<file path="config.mk">
export PLATFORM = sky130hd
export DESIGN_NAME = twht_ram
export DESIGN_NICKNAME = d
export VERILOG_FILES = /design/src/hw/rtl/twht_ram.sv
export SDC_FILE = /design/constraint.sdc
export NUM_CORES = 1
export LEC_CHECK = 0
export BUFFER_PORTS_ARGS = -buffer_cell sky130_fd_sc_hd__buf_2
export CAP_MARGIN = 20
export CORE_ASPECT_RATIO = 1.5
export CORE_UTILIZATION = 24
export DETAILED_ROUTE_END_ITERATION = 7
export SETUP_SLACK_MARGIN = 0.5
export SYNTH_ARGS = -nofsm -noshare
export SYNTH_HDL_FRONTEND = slang
export SYNTH_SLANG_ARGS = --single-unit
</file>
<file path="constraint.sdc">
create_clock -name clk_i -period 3.5 [get_ports clk_i]
set_input_delay 0.35 -clock clk_i [delete_from_list [all_inputs] [get_ports clk_i]]
set_output_delay 0.35 -clock clk_i [all_outputs]
set_load 0.02 [all_outputs]
</file>
<file path="src/hw/rtl/twht_ram.sv">
// ----------------------------------------------------------------------------
// twht_ram: generic simple dual-port RAM
// One write port, one read port, read data registered.
// ----------------------------------------------------------------------------
`default_nettype none

module twht_ram #(
  parameter int unsigned Width = 8,
  parameter int unsigned Depth = 16
) (
  input  wire logic                     clk_i,
  input  wire logic                     we_i,
  input  wire logic [$clog2(Depth)-1:0] waddr_i,
  input  wire logic [Width-1:0]         wdata_i,
  input  wire logic                     re_i,
  input  wire logic [$clog2(Depth)-1:0] raddr_i,
  output logic      [Width-1:0]         rdata_o
);

  logic [Width-1:0] mem_q [Depth];

  always_ff @(posedge clk_i) begin
    if (we_i) begin
      mem_q[waddr_i] <= wdata_i;
    end
    if (re_i) begin
      rdata_o <= mem_q[raddr_i];
    end
  end

endmodule

`default_nettype wire

</file>
### Word-level counts from Yosys, hierarchy flattened

Memory sizes are Yosys's and may differ from the RTL's. A register that Yosys moved wholly into a read port is not among the register bits.
Cells that the tools add are included.

| storage, ports and cells | value |
|---|---|
| flip-flop bits (word level) | 0 |
| RAM bits | 128 |
| input port bits | 19 |
| output and inout bits | 8 |
| word-level logic and storage cells | 3 |
| memories kept | 1 |

| operators by class | value |
|---|---|
| multiplexer cells | 2 |

Memory list:

| name | depth | bits a word | read ports | clocked after Yosys merged registers in | write ports | RTL line | source |
|---|---|---|---|---|---|---|---|
| mem_q | 16 | 8 | 1 | 1 | 1 | 20 | `logic [Width-1:0] mem_q [Depth];` |

Operator list:

| kind | count |
|---|---|
| 2-to-1 mux 1 bit | 2 |

### Longest topological paths before layout

| logic depth | value |
|---|---|
| depth in word-level cells | 2 |
| gate-level depth with buffers | 5 |
| mapped depth without buffers | 3 |

### Worst setup path before layout

OpenSTA, ideal clock, no wires.

| path | value |
|---|---|
| kind | input to register |
| from | in waddr_i[2] |
| to | mem mem_q[0][0] (enable) |
| setup time | 0.383 ns |
| arrival | 1.460 ns |
| data required time | 3.117 ns |
| path slack | 1.657 ns |
| stages | 2 |
| buffers on the path | 0 |
| cell sequence | or3b_2 nor3_1 |

RTL lines:

| element | RTL line | source |
|---|---|---|
| start, declared | 13 | `input wire logic [$clog2(Depth)-1:0] waddr_i,` |
| end, declared | 20 |  |

No word-level cell before the write port.

==> results.cfg <==
[outcome]
outcome = finished clean

[synth]
syn-num-nets = 248
synth_area_mm2 = 0.005228
ys_warn_count = 0
avgSynthCellArea_um2 = 22.83
ys_types = 18
synth_seq_cells = 136
synthCells = 229
ys_seq_area_frac = 0.7812

[power_and_ir_drop]
vdd_ir_drop_max_mv = 0.2966
p_seq_frac = 0.504
pwr-share-clk = 0.450
powerDensity_mw_per_mm2 = 590.7
p_switching_uw = 790.3
switching_share = 0.2156
combPwrFrac = 0.046
p_int_uw = 2875
leakage_uw = 0.001994

[detailed_routing]
first_pass_iters = 4
wl_per_cell_um = 19.91
routed_wirelength_um = 10950
drtAntennaViolNets = 0
drc = 0
via_per_inst = 4.407
vias = 2424
drt_iter0_drc = 160

[setup_path]
end_kind = register
critPathMaxStageDelay_ps = 650
critPathTopFamily = multiplexers
crit_fanout = 32
slowest_stage = mux4_1
crit_chain = buf_2 -> buf_4 -> mux4_1 -> a22oi_1 -> nand2_1
startpoint_type = primary input
required_ps = 3660
arrival_ps = 1950
critPathBufInv = 2
worst-setup-path-type = in2reg

[clock_network]
postCtsSetupBuffers = 0
cts_hold_buf = 0
clk_pin_slew_ps = 60
insertion_delay_ps = 410
cts_root_buf = clkbuf_16
h-tree-depth = 4
cts.path.max_buffers = 2
post_cts_resize_count = 0
clock-sinks = 136
tritoncts = yes
cts_buffers = 17

[timing]
slew_violations = 0
setup_viol = 0
tns_ps = 0
worst_slew_pin_slew_ps = 1067
fmax_mhz = 556.8
finalHoldViolations = 0
rsz0062_at_grt = false
slew_headroom = 0.2863
min_period_ps = 1796
skew_ps = 4.706
worst_slack_ps = 1704
min_period_over_period = 0.5132

[final_layout]
diodes = 0
n_fill_cell = 2044
regArea_mm2 = 0.004084
areaGrowthSynthToFinish_pct = 18.69
multi_input_area_mm2 = 0.001062
drive_gt1_frac = 0.2943
layout.nets = 288

[die]
start_util = 0.2463
io_pins = 27
die_area_mm2 = 0.02239
die_w_um = 122.5
core_mm2 = 0.02123
rows = 65
die_h_um = 182.8

[min_path]
hold_class = in2reg

[grt]
grt_pass1_wl_um = 16200
gr-usage-all-layers = 0.1045
grt_overflow = 0
grt_start_max_net_pins = 33
antenna_found_initial = 0
grt_pass1_vias = 2596

[job]
max_cap_viol_count = 0

[placed_design]
hpwlAfterDp_um = 6694
dp_slack_ps = 1218
port_buffers = 26
gp_congestion = 0.6780
[layout by cell type, fill, tap and decap left out, types with 5 or more instances in the layout]
cell type	synthesis	layout
a22oi_1	16	16
nand2_1	9	9
edfxtp_1	136	136
mux4_2	18	18
clkinvlp_4	0	6
buf_4	1	5
buf_2	3	26
nor2_1	13	13
clkbuf_16	0	17
mux4_1	14	14
[per-layer routing]
metal,vias to the layer above,part of all wire,wire length [um],global-route usage
met3,16,0.064,702,0.03265
met2,87,0.50,5492,0.1654
li1,1061,-,-,-
met5,-,0,0,0
met1,1260,0.42,4599,0.1321
met4,0,0.014,155,0.04098
[cells by family after synthesis]
kind of cell	share of synthesized area
buffers and inverters	0.01651
AND/OR/NAND/NOR	0.03136
AO/OA/AOI/OAI	0.02298
multiplexers	0.1479
flip-flops	0.7812
[cell type report]
type	count	share of cell area
clock inverter	15	0.02097
clock buffer	17	0.06856
sequential	136	0.6582
multi-input combinational	83	0.1712
timing repair buffer	31	0.02702
tap	268	0.05404
[per-stage QoR]
step,std cells,area [um^2],hold slack (ps),power (uW),utilization
final,550,6205,313.1,3665,0.2923
after floorplan,229,5228,448.9,1979,-
after detailed placement,517,5642,745.7,2053,0.2658
after global routing,550,6205,306.5,3772,0.2923
after global placement,517,5642,726.1,2047,0.2658
after CTS,549,6197,310.3,3694,0.2920
[registers in the layout (all words and copies together), names as in the netlist]
signal,count
rdata_o,8
mem_q,128
[synth_stat cells]
cell / number / area [um^2]
edfxtp_1: 136 / 4084
mux4_2: 18 / 405.4
a22oi_1: 16 / 120.1
mux4_1: 14 / 367.9
nor2_1: 13 / 48.80
nand2_1: 9 / 33.78
nor3_1: 4 / 20.02
buf_2: 3 / 15.01
buf_6: 3 / 33.78
clkdlybuf4s25_2: 3 / 30.03
nand2b_1: 2 / 12.51
nand3b_1: 2 / 15.01
and2_1: 1 / 6.260
and2b_1: 1 / 7.510
buf_4: 1 / 7.510
nand3_1: 1 / 5.000
nor2b_1: 1 / 6.260
or3b_2: 1 / 8.760
[power by group through the flow]
| stage | Combinational [uW] | Sequential (uW) | Clock, uW |
|---|---|---|---|
| finish | 167 | 1850 | 1650 |
| global route | 181 | 1850 | 1740 |
| CTS | 171 | 1850 | 1670 |
| detailed placement | 171 | 1880 | 0 |
| global placement | 166 | 1880 | 0 |
| floorplan | 92.6 | 1890 | 0 |
[worst paths after layout]
path,from,to,slack [ps],cells after the start
worst max-delay path,raddr_i[0],rdata_o[4],1700,5
worst min-delay path,wdata_i[6],mem_q[14][6],310,1
worst max register to register,mem_q[5][0],rdata_o[0],2000,3
worst min register to register,mem_q[4][5],rdata_o[5],760,3
(Power assumes the default switching activity.)
