### src/hw/rtl/twht_pkg.sv
// ----------------------------------------------------------------------------
// twht_pkg: shared types and constants of the two-way hash table
// Row layout, field widths, operation and register codes, set index helper.
// ----------------------------------------------------------------------------
`default_nettype none

package twht_pkg;

  // SETS is a power of two
  localparam int unsigned SETS       = 1024;
  localparam int unsigned WAYS       = 2;
  localparam int unsigned SET_W      = $clog2(SETS);

  localparam int unsigned KEY_W      = 64;
  localparam int unsigned MOVE_W     = 20;
  localparam int unsigned SCORE_W    = 16;
  localparam int unsigned DEPTH_W    = 8;
  localparam int unsigned BOUND_W    = 2;
  localparam int unsigned AGE_W      = 8;
  localparam int unsigned MASK_W     = 10;
  localparam int unsigned OP_W       = 2;
  localparam int unsigned CFG_IDX_W  = 2;
  localparam int unsigned CFG_DATA_W = 20;

  localparam logic [OP_W-1:0] OP_STORE  = 2'd0;
  localparam logic [OP_W-1:0] OP_LOOKUP = 2'd1;
  localparam logic [OP_W-1:0] OP_AGE    = 2'd2;

  localparam logic [CFG_IDX_W-1:0] CFG_ENABLE = 2'd0;
  localparam logic [CFG_IDX_W-1:0] CFG_MASK   = 2'd1;
  localparam logic [CFG_IDX_W-1:0] CFG_NULL   = 2'd2;

  localparam logic [MASK_W-1:0] MASK_RESET = 10'd1023;

  // bits 53..0: age, bound, depth, score, move
  typedef struct packed {
    logic        [AGE_W-1:0]   age;
    logic        [BOUND_W-1:0] bound;
    logic        [DEPTH_W-1:0] depth;
    logic signed [SCORE_W-1:0] score;
    logic        [MOVE_W-1:0]  move;
  } payload_t;

  typedef struct packed {
    payload_t           pl;
    logic [KEY_W-1:0]   key;
  } way_t;

  typedef way_t [WAYS-1:0] row_t;

  localparam int unsigned ROW_W = $bits(row_t);

  typedef struct packed {
    logic                      hit;
    logic                      hit_way;
    logic        [MOVE_W-1:0]  move;
    logic signed [SCORE_W-1:0] score;
    logic        [DEPTH_W-1:0] depth;
    logic        [BOUND_W-1:0] bound;
  } res_t;

  typedef struct packed {
    logic we;
    row_t row;
    res_t res;
  } sel_t;

  // (key AND mask) modulo SETS
  function automatic logic [SET_W-1:0] set_of_key(input logic [KEY_W-1:0]  key,
                                                  input logic [MASK_W-1:0] mask);
    logic [MASK_W+SET_W-1:0] wide;
    wide = {{SET_W{1'b0}}, key[MASK_W-1:0] & mask};
    return wide[SET_W-1:0];
  endfunction

endpackage

`default_nettype wire

### src/hw/rtl/twht_way_sel.sv
// ----------------------------------------------------------------------------
// twht_way_sel: way selection and row update
// Picks fill or victim way on a store, builds the new row, forms the
// lookup result from the row read out of the table.
// ----------------------------------------------------------------------------
`default_nettype none

module twht_way_sel
  import twht_pkg::*;
(
  input  wire row_t                       row_i,
  input  wire logic        [OP_W-1:0]     op_i,
  input  wire logic        [KEY_W-1:0]    key_i,
  input  wire logic        [DEPTH_W-1:0]  depth_i,
  input  wire logic signed [SCORE_W-1:0]  score_i,
  input  wire logic        [BOUND_W-1:0]  bound_i,
  input  wire logic        [MOVE_W-1:0]   move_i,
  input  wire logic                       enable_i,
  input  wire logic        [MOVE_W-1:0]   null_move_i,
  input  wire logic        [AGE_W-1:0]    age_i,
  output sel_t                            sel_o
);

  logic       fill0;
  logic       fill1;
  logic       fill;
  logic       victim;
  logic       slot;
  way_t       new_way;

  always_comb begin
    fill0  = (row_i[0].key == '0) || (row_i[0].key == key_i);
    fill1  = (row_i[1].key == '0) || (row_i[1].key == key_i);
    fill   = fill0 || fill1;
    victim = (row_i[1].pl.age >= row_i[0].pl.age) &&
             (row_i[1].pl.depth < row_i[0].pl.depth);
    slot   = fill0 ? 1'b0 : (fill1 ? 1'b1 : victim);

    new_way.key      = key_i;
    new_way.pl.age   = age_i;
    new_way.pl.bound = bound_i;
    new_way.pl.depth = depth_i;
    new_way.pl.score = score_i;
    // a null move on an empty or matching way keeps what was there
    new_way.pl.move  = (fill && (move_i == null_move_i)) ? row_i[slot].pl.move : move_i;

    sel_o     = '0;
    sel_o.row = row_i;
    case (op_i)
      OP_STORE: begin
        sel_o.we        = 1'b1;
        sel_o.row[slot] = new_way;
      end
      OP_LOOKUP: begin
        if (enable_i && ((row_i[0].key == key_i) || (row_i[1].key == key_i))) begin
          sel_o.res.hit     = 1'b1;
          sel_o.res.hit_way = (row_i[0].key != key_i);
          sel_o.res.move    = row_i[sel_o.res.hit_way].pl.move;
          sel_o.res.score   = row_i[sel_o.res.hit_way].pl.score;
          sel_o.res.depth   = row_i[sel_o.res.hit_way].pl.depth;
          sel_o.res.bound   = row_i[sel_o.res.hit_way].pl.bound;
        end
      end
      default: begin
      end
    endcase
  end

endmodule

`default_nettype wire

### config.mk
export PLATFORM = sky130hd
export DESIGN_NAME = twht_way_sel
export DESIGN_NICKNAME = d
export VERILOG_FILES = /design/src/hw/rtl/twht_pkg.sv /design/src/hw/rtl/twht_way_sel.sv
export SDC_FILE = /design/constraint.sdc
export NUM_CORES = 1
export LEC_CHECK = 0
export BUFFER_PORTS_ARGS = -buffer_cell sky130_fd_sc_hd__buf_2
export CORE_AREA = 2 2 255 257
export DETAILED_ROUTE_END_ITERATION = 16
export DIE_AREA = 0 0 257 259
export MAX_ROUTING_LAYER = met4
export PLACE_DENSITY = 0.39
export REMOVE_ABC_BUFFERS = 1
export SETUP_SLACK_MARGIN = 0.1
export SLEW_MARGIN = 30
export SYNTH_ARGS = -nofsm -noshare
export SYNTH_HDL_FRONTEND = slang
export SYNTH_SLANG_ARGS = --single-unit
### constraint.sdc
create_clock -name vclk -period 3.44
set_clock_uncertainty 0.05 [all_clocks]
set_input_delay 0.688 -clock vclk [all_inputs]
set_output_delay 0.688 -clock vclk [all_outputs]
set_load 0.02 [all_outputs]
# Yosys cells after proc, flatten, opt, wreduce, memory -nomap -nowiden
# Cells that the tools add are included.
# totals
regBits	0
inputBits	377
out_inout_bits	285
# classes
magnitude_cmp	5
eq_ne	5
muxes	13
reduce_logical	11
# op_table
operator	n
$mux 237	1
$bwmux 236	1
$mux 110	2
$mux 84	2
$eq 64x64->1	2
$logic_not 64->1	2
$demux 118 s1	1
$mux 118	1
$mux 48	2
$ne 64x64->1	1
$eq 20x20->1	1
$mux 20	1
$ge 8x8->1	1
$lt 8x8->1	1
$logic_and 1x1->1	4
$logic_or 1x1->1	4
$lt 1x2->1 const B	2
$eq 2x1->1 const B	1
$logic_not 2->1	1
$mux 1	2
$ge 1x1->1 const B	1

# Logic depth before layout (Yosys ltp)
# Gate-level depths: netlist (run 1).
# depth
word_depth	10
mapped_depth	12
depth_no_buf	9

# Least setup slack after synthesis (run 1)
# OpenSTA, ideal clock, no wires.
# synth_path
path_kind	input to output
from	in row_i[228] (netlist name)
to	out sel_o[192] (netlist name)
t_arrival_ps	3025
path_slack_ps	-323
stages	12
n_path_buf	3
path_cell_list	inv_1 ha_1 nand2b_1 a21o_1 a211o_1 a221oi_1 o211ai_1 and3_1 buf_2 buf_4 buf_6 mux2_1
# synth_rtl
item	line	source
from (decl)	twht_way_sel.sv:11	input wire row_t row_i,
to (decl)	twht_way_sel.sv:21	output sel_t sel_o

==> flow_summary.toml, run 1 <==
[outcome]
status = "finished, violations left"
violations = "setup timing"

[finish]
nClkBuffers = 0
area_growth_pct = 159
final_cell_mix = "buf_2, buf_4, buf_6, mux2_4, mux2_2"
design.seq.count = 0
ff_latch_area_um2 = 0
n_fill_cell = 6998
mostFrequentLayoutCell = "buf_2"
final_cells = 2435
nets = 1969
drive_gt1_share_pct = 78.7

[place]
gp_congestion = 0.959
port_buffers = 662
dp_hpwl_mm = 47.1
pre_cts_ws_ns = -1.69
dp_cells = 2386

[timing]
tightest_slew_ns = 0.568
setup_viol = 284
timing.final.ws_setup_ns = -0.982
period_needed_ns = 4.42
finalMaxSlewViolations = 0
max_freq_mhz = 226
relSlewSlack_pct = 62.0
fin_crit_sh_pct = 129
finalHoldViolCount = 0
tns_ns = -237.49
rsz0062_at_grt = "yes"

[global_routing]
grt_usage_pct = 15.7
grt_pass1_wl_mm = 73.8
grt_max_degree = 25
overflow = 0
antenna_found_initial = 5
grt_pass1_vias = 10100

[pwr]
pwr-share-seq_pct = 0
peakVddDrop_mv = 0.0575
clock_power_share_pct = 0
p_switching_mw = 1.20
comb_power_share_pct = 100.0
p_leak_nw = 7.45
p_sw_share_pct = 48.5
power_per_cell_area_mw_per_mm2 = 164
power.internal_mw = 1.28

[synth]
syn_inst = 667
ys_seq_area_share_pct = 0
synth_cell_types = 34
synth_warnings = 0
avgSynthCellArea_um2 = 8.73
netlist_area_mm2 = 0.00583

[floorplan]
io_pins = 662
core_area_mm2 = 0.0639
start_util_pct = 9.12
die_area_mm2 = 0.0666
rows = 93
die_x_um = 257
die_y_um = 259

[setup_path]
critical_path_class = "input pin to output pin"
cp-endpoint = "sel_o[229]"
path_delay_family = "simple AND/OR/NAND/NOR gates"
path_cells = "buf_6 -> xnor2_2 -> buf_4 -> nand4_1 -> nor4_4 -> buf_4 -> nand4_1 -> o211ai_1 -> and3_4 -> buf_12 -> buf_12 -> buf_16 -> mux2_2 -> buf_2"
arrival_ns = 3.68
slowest_stage = "nor4_4"
cp-start-kind = "input pin"
worstPathBufferInverterCount = 7
cpPeakStageDelay_ns = 0.47
crit_fanout = 10
worstSetupPathDepth = 14
cp-startpoint = "row_i[157]"
required_ns = 2.70
cp-end-kind = "output pin"

[detailed_routing]
wire_per_inst_um = 22.7
detail-route-antenna-nets = 0
drt-initial-drc-count = 335
drc = 0
via_per_inst = 3.83
vias = 9333
drtPass1Iterations = 4
drt_wl_total_mm = 55.4

[flow_run]
maxCapViolCount = 0

[clocking]
ctsHoldBuffers = 0

[worst_hold_path]
hold_path_class = "input pin to output pin"
==> tightest hold or removal path: cells and delay by family <==
family                 cells  cell delay, ns
buffers and inverters      2            0.19
muxes                      1            0.14
==> final cells by class <==
class / instances / area, um2 / share of cell area (%)
Multi-Input combinational cell: 617 / 6720 / 44.5
Antenna cell: 5 / 12.5 / 0.0828
Timing Repair Buffer: 942 / 7250 / 48.0
Tap cell: 855 / 1070 / 7.08
Inverter: 16 / 60.1 / 0.398
==> Yosys cell counts <==
| cell type | number | share of area, % |
|---|---|---|
| a221oi_1 | 1 | 0.15 |
| xor2_1 | 76 | 11 |
| buf_2 | 24 | 2.1 |
| o31a_1 | 1 | 0.15 |
| o211a_1 | 1 | 0.17 |
| and4_1 | 1 | 0.15 |
| o21ai_2 | 1 | 0.15 |
| nor3_1 | 1 | 0.086 |
| ha_1 | 15 | 3.2 |
| or4_1 | 1 | 0.13 |
| o211ai_1 | 2 | 0.26 |
| or2_2 | 1 | 0.11 |
| nand2_1 | 1 | 0.064 |
| clkbuf_1 | 5 | 0.32 |
| and4b_1 | 1 | 0.17 |
| nor2_1 | 54 | 3.5 |
| and3_1 | 1 | 0.11 |
| mux2_1 | 22 | 4.3 |
| buf_4 | 4 | 0.52 |
| a21o_1 | 6 | 0.77 |
| a211o_1 | 2 | 0.30 |
| a221o_1 | 1 | 0.17 |
| inv_1 | 16 | 1.0 |
| o21ai_0 | 1 | 0.086 |
| buf_6 | 2 | 0.39 |
| nand3_1 | 1 | 0.086 |
| o22ai_1 | 1 | 0.11 |
| mux2_2 | 214 | 41 |
| xnor2_1 | 72 | 11 |
| nor4_1 | 56 | 6.0 |
| nand4_1 | 33 | 3.5 |
| nor4_2 | 1 | 0.21 |
| nand2b_1 | 2 | 0.21 |
| mux2i_1 | 46 | 7.9 |
==> worst min path at each step <==
stage | from | end | cells past startpoint
final | row_i[86] | sel_o[134] | 3
after global routing | row_i[96] | sel_o[144] | 3
after CTS | age_i[2] | sel_o[160] | 3
after detailed placement | score_i[2] | sel_o[134] | 3
after global placement | score_i[2] | sel_o[134] | 3
after floorplan | op_i[0] | sel_o[284] | 1
==> through the flow <==
stage / util [%] / hold slack (ns) / area, um2 / total power [mW]
after floorplan: - / 1.43 / 5630 / 0.846
after global placement: 18.9 / 1.68 / 12100 / 1.95
after detailed placement: 18.9 / 1.69 / 12100 / 1.95
after CTS: 22.4 / 1.65 / 14300 / 2.36
after global routing: 23.6 / 1.66 / 15100 / 2.61
final: 23.6 / 1.65 / 15100 / 2.48
==> power groups by stage <==
stage / registers, mW / clock network (mW) / logic (mW)
2_1_floorplan: 0 / 0 / 0.846
3_3_place_gp: 0 / 0 / 1.95
3_5_place_dp: 0 / 0 / 1.95
4_1_cts: 0 / 0 / 2.36
5_1_grt: 0 / 0.000000155 / 2.61
6_report: 0 / 0.000000195 / 2.48
==> what timing repair did <==
item                                    CTS  global route
gates resized for setup                 420           200
hold endpoints to repair                  0             0
endpoints found under the setup margin  284           284
buffers inserted                         21            14
cloned                                   11             3
pin swaps                                20             4
==> kinds of logic (layout without fill, tap and decap cells) <==
kind of cell | after synthesis | count (layout) | share of synthesized area, %
buf+inv | 51 | 958 | 4.32
other cells | 0 | 5 | 0
xor+xnor | 148 | 148 | 22.3
mux | 282 | 282 | 53.5
fa+ha+maj | 15 | 15 | 3.22
compound gates | 17 | 18 | 2.32
simple gates | 154 | 154 | 14.4
==> routing by layer <==
layer	vias up	global-route usage [%]	wire, um
li1	4332	-	-
met1	4520	18.9	23800
met2	437	28.6	27900
met3	44	1.70	2550
met4	0	2.07	1090
met5	-	-	0
No activity file was read; power rests on OpenSTA's default activity.
==> run 2, diff against run 1 <==
--- a/config.mk
+++ b/config.mk
@@ -11,7 +11,6 @@
 export DIE_AREA = 0 0 257 259
 export MAX_ROUTING_LAYER = met4
 export PLACE_DENSITY = 0.39
-export REMOVE_ABC_BUFFERS = 1
 export SETUP_SLACK_MARGIN = 0.1
 export SLEW_MARGIN = 30
 export SYNTH_ARGS = -nofsm -noshare
==> flow_summary.toml, run 2 (synthesis results as in run 1) <==
[outcome]
status = "finished, violations left"
violations = "setup timing"

[timing]
period_needed_ns = 4.31
relSlewSlack_pct = 53.0
tightest_slew_ns = 0.702
finalMaxSlewViolations = 0
finalHoldViolCount = 0
setup_viol = 284
rsz0062_at_grt = "yes"
timing.final.ws_setup_ns = -0.875
fin_crit_sh_pct = 125
max_freq_mhz = 232

[floorplan]
die_y_um = 259
start_util_pct = 9.12
core_area_mm2 = 0.0639
rows = 93
die_x_um = 257
die_area_mm2 = 0.0666
io_pins = 662

[pwr]
peakVddDrop_mv = 0.0751
p_leak_nw = 7.53
fin_total_pwr_mw = 2.48
power_per_cell_area_mw_per_mm2 = 156

[detailed_routing]
detail-route-antenna-nets = 0
drtPass1Iterations = 4
via_per_inst = 3.90
vias = 9593
drc = 0
drt-initial-drc-count = 401
drt_wl_total_mm = 58.4
wire_per_inst_um = 23.7

[setup_path]
cpPeakStageDelay_ns = 0.54
arrival_ns = 3.58
required_ns = 2.70
path_cells = "buf_2 -> xor2_1 -> nor4_1 -> nand4_1 -> buf_4 -> nor4_4 -> buf_6 -> nor2_2 -> and3_4 -> buf_6 -> buf_12 -> clkbuf_16 -> mux2_4 -> buf_6"
crit_fanout = 5
cp_common_cell = "buf_6"
cp-start-kind = "input pin"
cp-end-kind = "output pin"
slowest_stage = "nor4_1"
critical_path_class = "input pin to output pin"

[worst_hold_path]
hold_path_class = "input pin to output pin"

[clocking]
ctsHoldBuffers = 0

[finish]
n_fill_cell = 6960
nets = 1992
mostFrequentLayoutCell = "buf_2"
ff_latch_area_um2 = 0
area_growth_pct = 173
final_cells = 2460
nClkBuffers = 0
stdcell_area_mm2 = 0.0159
drive_gt1_share_pct = 82.9
design.seq.count = 0
final_cell_mix = "buf_2, buf_4, buf_6, mux2_4, mux2_2"
fin_util_pct = 24.9

[global_routing]
grt_pass1_wl_mm = 72.8
grt_max_degree = 32
antenna_found_initial = 7
grt_pass1_vias = 9706
grt_usage_pct = 15.5
overflow = 0

[place]
place_area_mm2 = 0.0124
dp_cells = 2391
port_buffers = 662
gp_congestion = 1.00
dp_hpwl_mm = 47.6

[synth]
synth_fp_nets = 1059

[flow_run]
maxCapViolCount = 0
run 2: worst paths after layout:
kind      start         end  cells past startpoint
max   key_i[31]  sel_o[184]                     14
min   row_i[81]  sel_o[129]                      3
run 2: worst max-delay path: cells and delay by family:
kind          cells  cell delay [ns]
simple gates      5             1.32
buf+inv           7             1.04
mux               1             0.31
xor+xnor          1             0.21
run 2: routing by layer:
layer | up-vias | part of all wire [%] | GRT usage, %
met4 | 0 | 1.9 | 1.32
met2 | 510 | 49 | 27.0
met5 | - | 0 | -
met3 | 55 | 5.3 | 1.24
li1 | 4373 | - | -
met1 | 4655 | 43 | 20.2
run 2: through the flow:
step	TNS, ns	hold WS, ns	setup WS [ns]
2_1_floorplan	-2.88	1.44	-0.0262
3_3_place_gp	-379.57	1.68	-1.46
3_5_place_dp	-370.27	1.69	-1.42
4_1_cts	-225.23	1.66	-0.887
5_1_grt	-254.98	1.67	-0.991
6_report	-212.81	1.66	-0.875
run 2: report_power, final:
| part | total, mW | internal (mW) | switching (mW) |
|---|---|---|---|
| clock network | 0.000000246 | 0.000000246 | 0 |
| logic | 2.48 | 1.23 | 1.25 |
| registers | 0 | 0 | 0 |
| total | 2.48 | 1.23 | 1.25 |
run 2: final cells by class:
| cell class | count | area (um2) | area share, % |
|---|---|---|---|
| Antenna cell | 7 | 17.5 | 0.110 |
| Inverter | 16 | 72.6 | 0.456 |
| Multi-Input combinational cell | 616 | 7230 | 45.4 |
| Tap cell | 855 | 1070 | 6.72 |
| Timing Repair Buffer | 966 | 7530 | 47.3 |
run 2: what timing repair did:
action	CTS	global route
hold endpoints to repair	0	0
setup buffers	17	20
resized for setup	227	408
pin swaps	12	45
endpoints found under the setup margin	284	284
gates cloned	6	23
==> run 3, diff against run 2 <==
--- a/config.mk
+++ b/config.mk
@@ -5,12 +5,13 @@
 export SDC_FILE = /design/constraint.sdc
 export NUM_CORES = 1
 export LEC_CHECK = 0
+export ABC_AREA = 1
 export BUFFER_PORTS_ARGS = -buffer_cell sky130_fd_sc_hd__buf_2
 export CORE_AREA = 2 2 255 257
 export DETAILED_ROUTE_END_ITERATION = 16
 export DIE_AREA = 0 0 257 259
 export MAX_ROUTING_LAYER = met4
-export PLACE_DENSITY = 0.39
+export PLACE_DENSITY = 0.42
 export SETUP_SLACK_MARGIN = 0.1
 export SLEW_MARGIN = 30
 export SYNTH_ARGS = -nofsm -noshare
==> flow_summary.toml, run 3 <==
[finish]
design.seq.count = 0
mostFrequentLayoutCell = "nand2_1"
drive_gt1_share_pct = 53.4
final_cell_mix = "nand2_1, buf_2, buf_4, inv_1, buf_6"
area_growth_pct = 148
nets = 3108
ff_latch_area_um2 = 0
nClkBuffers = 0
final_cells = 3579
n_fill_cell = 7161
fin_util_pct = 29.6

[floorplan]
rows = 93
start_util_pct = 11.9
die_y_um = 259
die_area_mm2 = 0.0666
io_pins = 662
die_x_um = 257
core_area_mm2 = 0.0639

[timing]
tightest_slew_ns = 0.407
rsz0062_at_grt = "yes"
period_needed_ns = 3.76
fin_crit_sh_pct = 109
finalMaxSlewViolations = 0
tns_ns = -58.00
finalHoldViolCount = 0
setup_viol = 283
max_freq_mhz = 266
timing.final.ws_setup_ns = -0.317
relSlewSlack_pct = 72.9

[place]
port_buffers = 662
dp_hpwl_mm = 53.3
dp_cells = 3499
gp_congestion = 0.931

[synth]
synth_fp_nets = 2127
ys_seq_area_share_pct = 0
avgSynthCellArea_um2 = 4.40
syn_inst = 1735
synth_area_leader_cell = "nand2_1"
netlist_area_mm2 = 0.00763
synth_warnings = 0
synth_commonest_cells = "nand2_1, inv_1, nor2_1"
yosysMostFrequentCell = "nand2_1"
synth_top_cell_area_share_pct = 43.6
synthTopCellsByArea = "nand2_1, inv_1, nand3_1"
synth_cell_types = 27

[setup_path]
cp-end-kind = "output pin"
required_ns = 2.70
crit_fanout = 21
cp-start-kind = "input pin"
critical_path_class = "input pin to output pin"
arrival_ns = 3.02

[detailed_routing]
detail-route-antenna-nets = 0
drtPass1Iterations = 5
drt_wl_total_mm = 68.5
drc = 0
drt-initial-drc-count = 784
wire_per_inst_um = 19.1
via_per_inst = 4.12
vias = 14700

[global_routing]
antenna_found_initial = 11
grtUsageMet3_pct = 2.12
use_met1_pct = 22.5
grt_pass1_wl_mm = 87.8
use_met2_pct = 31.6
grt_max_degree = 48
overflow = 0
grt_pass1_vias = 13300
top_usage_layer = "met2"
grt_usage_pct = 18.1

[flow_run]
maxCapViolCount = 0

[worst_hold_path]
hold_path_class = "input pin to output pin"

[pwr]
p_leak_nw = 10.1
power_per_cell_area_mw_per_mm2 = 147
peakVddDrop_mv = 0.0653
fin_total_pwr_mw = 2.78

[outcome]
violations = "setup timing"
status = "finished, violations left"
==> run 3: cell types whose count changed in the layout (fill, tap and decap cells not counted), moves of 38 or more <==
cell	previous run	this run
inv_1	13	197
nand3_1	1	48
mux2_4	135	0
buf_4	246	330
mux2_2	101	0
nand2_1	1	736
nor2_1	15	73
o21ai_1	0	42
nand2_2	0	108
xor2_1	73	17
o21ai_0	0	62
nand2_4	0	38
==> run 3: area by class of cell <==
cell class	count	area (um2)	area share [%]
multi-input combinational	1432	8500	44.9
timing repair buffer	1053	8430	44.6
tap	855	1070	5.65
inverter	229	895	4.73
antenna	10	25.0	0.132
==> run 3: path summary, 6_finish.rpt <==
kind	from	endpoint	slack, ns	cells past startpoint
max	row_i[44]	sel_o[59]	-0.32	17
min	row_i[108]	sel_o[156]	1.63	4
==> run 3: logic make-up after synthesis <==
| family | after synthesis | share of synthesized area, % |
|---|---|---|
| and+or+nand+nor | 1143 | 59.3 |
| buffers and inverters | 303 | 16.9 |
| AOI/OAI and AO/OA | 207 | 13.6 |
| xor gates and xnor gates | 67 | 7.69 |
| adders and majority gates | 15 | 2.46 |
==> run 3: power by group <==
group | leakage (nW) | switching, mW | internal (mW)
sequential | 0 | 0 | 0
clock | 0.0000634 | 0 | 0.000000390
combinational | 10.1 | 1.55 | 1.23
==> run 3: routing by layer <==
layer | vias up | wire length (um)
li1 | 7315 | -
met1 | 6806 | 29400
met2 | 564 | 34000
met3 | 64 | 3550
met4 | 0 | 1580
met5 | - | 0
==> run 3: timing repair <==
| action | 4_1_cts | 5_1_grt |
|---|---|---|
| hold buffers | 0 | 0 |
| pin swaps | 40 | 110 |
| buffers inserted | 26 | 21 |
| cloned | 2 | 22 |
| resized for setup | 313 | 659 |
| endpoints found under the setup margin | 284 | 284 |
==> run 3: worst max-delay path, stage by stage <==
cell       delay [ns]
buf_2            0.13
buf_4            0.13
nor4_1           0.36
nand2_2          0.10
nor2_2           0.12
buf_6            0.12
nand2_4          0.05
nor2_4           0.09
nor2_4           0.06
nand2_4          0.09
inv_4            0.04
nor2_4           0.17
clkinv_4         0.18
buf_12           0.17
clkbuf_16        0.19
o21ai_1          0.14
buf_4            0.16
==> run 3: metrics by stage <==
step           area [um2]  hold slack [ns]  worst slack, ns
2_1_floorplan        7630             1.41            0.180
3_3_place_gp        14400             1.65           -0.974
5_1_grt             18900             1.65           -0.439
4_1_cts             15800             1.64           -0.343
3_5_place_dp        14400             1.65           -0.975
6_report            18900             1.63           -0.317
